**src/lffa_pkg.sv**
```systemverilog
// ----------------------------------------------------------------------------
// lffa_pkg
// Shared constants for the liveness-aware first-fit allocator.
// ----------------------------------------------------------------------------
package lffa_pkg;

  localparam int MaxRegionsDef = 64;
  localparam int AddrBitsDef   = 32;
  localparam int TimeBitsDef   = 16;

  localparam logic OP_CLEAR = 1'b0;
  localparam logic OP_ALLOC = 1'b1;

  localparam logic [1:0] ST_OK       = 2'd0;
  localparam logic [1:0] ST_CLEARED  = 2'd1;
  localparam logic [1:0] ST_FULL     = 2'd2;
  localparam logic [1:0] ST_OVERFLOW = 2'd3;

endpackage

```
**src/lffa_cell.sv**
```systemverilog
// ----------------------------------------------------------------------------
// lffa_cell
// One region slot of the rotating region ring: shifts from its neighbor
// while a scan runs, or loads a new region.
// ----------------------------------------------------------------------------
module lffa_cell
  import lffa_pkg::*;
#(
  parameter int ADDR_BITS = AddrBitsDef,
  parameter int TIME_BITS = TimeBitsDef
) (
  input  logic                 clk_i,
  input  logic                 shift_i,
  input  logic                 load_i,
  input  logic [ADDR_BITS-1:0] nb_start_i,
  input  logic [ADDR_BITS-1:0] nb_size_i,
  input  logic [TIME_BITS-1:0] nb_lb_i,
  input  logic [TIME_BITS-1:0] nb_lf_i,
  input  logic [ADDR_BITS-1:0] ld_start_i,
  input  logic [ADDR_BITS-1:0] ld_size_i,
  input  logic [TIME_BITS-1:0] ld_lb_i,
  input  logic [TIME_BITS-1:0] ld_lf_i,
  output logic [ADDR_BITS-1:0] start_o,
  output logic [ADDR_BITS-1:0] size_o,
  output logic [TIME_BITS-1:0] lb_o,
  output logic [TIME_BITS-1:0] lf_o
);

  logic [ADDR_BITS-1:0] start_q, size_q;
  logic [TIME_BITS-1:0] lb_q, lf_q;

  always_ff @(posedge clk_i) begin
    if (load_i) begin
      start_q <= ld_start_i;
      size_q  <= ld_size_i;
      lb_q    <= ld_lb_i;
      lf_q    <= ld_lf_i;
    end else if (shift_i) begin
      start_q <= nb_start_i;
      size_q  <= nb_size_i;
      lb_q    <= nb_lb_i;
      lf_q    <= nb_lf_i;
    end
  end

  assign start_o = start_q;
  assign size_o  = size_q;
  assign lb_o    = lb_q;
  assign lf_o    = lf_q;

endmodule

```
**config.mk**
```make
export PLATFORM = sky130hd
export DESIGN_NAME = lffa_cell
export DESIGN_NICKNAME = d
export VERILOG_FILES = /design/src/lffa_pkg.sv /design/src/lffa_cell.sv
export SDC_FILE = /design/constraint.sdc
export NUM_CORES = 1
export LEC_CHECK = 0
export BUFFER_PORTS_ARGS = -buffer_cell sky130_fd_sc_hd__buf_2
export CAP_MARGIN = 0
export CORE_MARGIN = 4
export CORE_UTILIZATION = 38
export CTS_BUF_LIST = sky130_fd_sc_hd__clkbuf_8
export CTS_CLUSTER_DIAMETER = 40
export DETAILED_ROUTE_END_ITERATION = 7
export PLACE_DENSITY = 0.75
export RECOVER_POWER = 100
export SYNTH_ARGS = -nofsm -noshare
export SYNTH_HDL_FRONTEND = slang
export SYNTH_SLANG_ARGS = --single-unit
```
**constraint.sdc**
```tcl
create_clock -name clk_i -period 6.2 [get_ports clk_i]
set_input_delay 1.24 -clock clk_i [delete_from_list [all_inputs] [get_ports clk_i]]
set_output_delay 1.24 -clock clk_i [all_outputs]
set_load 0.005 [all_outputs]
```
# Yosys cells after proc, flatten, opt, wreduce, memory -nomap -nowiden
# Cells that the tools add are included.
# Widths: inputs -> output; s select.
# totals
ff_bits	96
out_inout_bits	96
input_bits	195
wordCells	13
# classes
mux	8
reduce_logical	1
# op_table
op	n
$mux 32	4
$mux 16	4
$reduce_bool 2->1	1

# Depth between registers and ports, before layout
# logic_depth
ltp_word	2
ltp_mapped	4
depth_no_buf	1

# Worst setup path after synthesis
# Ideal clock, no wire load.
# synth_path
path_kind	input -> register
from	in load_i
to	reg lb_q[0] (netlist: lb_o[0]), enable pin
arrival_time_ns	3.768
path_stages	4
t_required_ns	5.739
setup_time_ns	0.461
path_slack_ns	1.972
cell_sequence	buf_6 -> buf_6 -> buf_6 -> or2_1
# synth_via
elab_chain_len	1
# synth_lines
item	line	text
from (decl)	lffa_cell.sv:14	input logic load_i,
$reduce_bool 2->1 (no source line)	--	
to (signal assigned)	lffa_cell.sv:36	lb_q <= ld_lb_i;
to (signal assigned)	lffa_cell.sv:41	lb_q <= nb_lb_i;
to (decl)	lffa_cell.sv:30	logic [TIME_BITS-1:0] lb_q, lf_q;
# No other way between the ends.
# A chain may end at the register's enable or synchronous reset.

# Worst setup path after layout
# layout_path
from	in load_i
to	reg start_q[31] (netlist: start_o[31]), data pin
# layout_via
elab_chain_len	1
# layout_lines
item	line	text
$mux 32	lffa_cell.sv:33	if (load_i) begin
to (signal assigned)	lffa_cell.sv:34	start_q <= ld_start_i;
to (signal assigned)	lffa_cell.sv:39	start_q <= nb_start_i;
to (decl)	lffa_cell.sv:29	logic [ADDR_BITS-1:0] start_q, size_q;
# No other way between the ends.

==> flow_summary.toml <==
[status]
status = "finished, violations left"
violations = "capacitance limit, slew limit"

[timing]
min_period_over_period_pct = 64.4
setup-violations-final = 0
timing_hold_violations_final = 0
worst_slack_ns = 2.21
worst_pin_slew_ns = 2.44
slew_violations = 46
slew-limit-headroom_pct = -62.7
rsz0062_at_grt = "false"
fin_tns_setup_ns = 0
holdWs_ns = 1.17
min_period_ns = 3.99
max_freq_mhz = 251

[detailed_routing]
drt.antenna.violating_nets = 0
dr.pass1.iters = 3
wl_per_cell_um = 16.5
drt_wl_total_um = 10500
vias = 2890
via_per_inst = 4.54
drt_iter0_drc = 48
drc = 0

[synth]
avgSynthCellArea_um2 = 20.4
yosysWarnings = 0
synth_nets = 399
synthCells = 204
synthDistinctLibCells = 6
ys_seq_area_share_pct = 69.2
synth-seq-cells = 96
syn-cell-area_mm2 = 0.00417

[pwr]
power_leakage_nw = 2.43
pwr-share-comb_pct = 15.1
powerDensity_mw_per_mm2 = 245
seq_power_share_pct = 58.4
total_power_w = 0.00140
pwr-share-clk_pct = 26.5
ir_worst_vdd_mv = 0.129
intPower_w = 0.00109
swShare_pct = 21.8
power.switching_w = 0.000305

[hold_path]
hold_depth = 2
hold_path_class = "in -> reg"
whs_endpoint = "start_o[21]"
worstHoldStart = "nb_start_i[21]"

[final_layout]
fillers = 924
final_cell_area_mm2 = 0.00571
final_layout_size_suffix_gt1_share_pct = 61.1
num_antenna_cells = 0
fin_nets = 691
area_growth_pct = 37.1

[clock_network]
h-tree-depth = 3
ctsRootBufferMaster = "clkbuf_8"
postCtsResizedCells = 0
ctsHoldBuffers = 0
cts.reportedPaths.clkPinSlew_ns = 0.09
cts_tree = "built"
cts_sinks = 96
cts_buffer_depth = 2
postCtsSetupBuffers = 0
cts_buffers = 9

[place]
dpl_cell_area_mm2 = 0.00572
port_buffers = 290
dp_worst_setup_slack_ns = 2.70
dp_hpwl_um = 8410
place_congestion = 0.788

[flow_run]
max_cap_viol_count = 1

[global_routing]
grt_pass1_wl_um = 15600
grt_pass1_vias = 3146
grt_overflow_total = 0
grt_usage_pct = 15.8
antenna_found_initial = 0
grt_max_degree = 57

[worst_setup_path]
path_class = "in -> reg"
cp-start-kind = "input port"
path_max_fanout = 53
end_kind = "register"
cp.required_ns = 6.30
worstPathArrival_ns = 4.09

[die]
die_y_um = 113
core_area_mm2 = 0.0105
ioPinCount = 291
die_w_um = 113
initial_utilization_pct = 39.6
fp.dieArea_mm2 = 0.0127
rows = 37
## metrics by stage
stage / utilization [%] / instances
2_1_floorplan: - / 204
3_3_place_gp: 54.4 / 621
3_5_place_dp: 54.4 / 621
4_1_cts: 56.1 / 637
5_1_grt: 54.3 / 637
6_report: 54.3 / 637
## how the worst max path moves through the flow
| stage | start | endpoint | slack (ns) | cells past startpoint |
|---|---|---|---|---|
| 2_1_floorplan | load_i | lb_o[0] | 1.97 | 4 |
| 5_1_grt | load_i | lb_o[5] | 1.97 | 3 |
| 6_report | load_i | start_o[31] | 2.21 | 3 |
| 3_5_place_dp | load_i | start_o[31] | 2.70 | 3 |
| 4_1_cts | load_i | lf_o[2] | 3.08 | 3 |
| 3_3_place_gp | load_i | start_o[30] | 2.80 | 3 |
## Yosys cell counts
| cell type | n | share of area (%) |
|---|---|---|
| edfxtp_1 | 96 | 69 |
| mux2_4 | 29 | 10 |
| buf_6 | 5 | 1.4 |
| buf_2 | 6 | 0.72 |
| mux2_2 | 67 | 18 |
| or2_1 | 1 | 0.15 |
## critical path: stages
cell	delay, ns
buf_4	0.50
clkbuf_1	1.79
mux2_2	0.46
## power by group through the flow
stage	combinational [W]	sequential [W]	clock, W
global placement	0.000237	0.000827	0
floorplan	0.0000836	0.000842	0
CTS	0.000242	0.000815	0.000384
finish	0.000211	0.000815	0.000371
detailed placement	0.000242	0.000829	0
global route	0.000232	0.000822	0.000417
## cell usage in the layout, fill, tap and decap left out
master and count:
buf_2 223, clkbuf_1 67, or2_4 1, mux2_4 2, clkinv_2 1, mux2_1 27
clkbuf_8 9, clkinv_1 4, inv_1 1, bufinv_16 1, mux2_2 67, edfxtp_1 96
buf_4 2
## state kept, by name, indices dropped and copies added, names as in the netlist
name and cells:
size_o 32, start_o 32, lf_o 16, lb_o 16
## metal layers
layer	up-vias	wire length, um	global-route usage, %
met2	171	5670	30.2
met5	-	0	0
li1	1384	-	-
met1	1319	3400	15.0
met4	0	217	6.65
met3	16	1230	6.04
## cell type report
| type | instances | area [um2] | share of cell area, % |
|---|---|---|---|
| clock buffer | 9 | 124 | 2.17 |
| clock inverter | 7 | 53.8 | 0.942 |
| timing repair buffer | 292 | 1380 | 24.2 |
| sequential | 96 | 2880 | 50.5 |
| tap | 136 | 170 | 2.98 |
| multi-input combinational | 97 | 1100 | 19.2 |
## logic make-up (layout without fill, tap and decap cells)
family                 after synthesis  in the layout  synth area share (%)
AND/OR/NAND/NOR                      1              1                 0.150
multiplexers                        96             96                  28.6
buffers and inverters               11            308                  2.07
flip-flops                          96             96                  69.2
(Power assumes the default switching activity.)
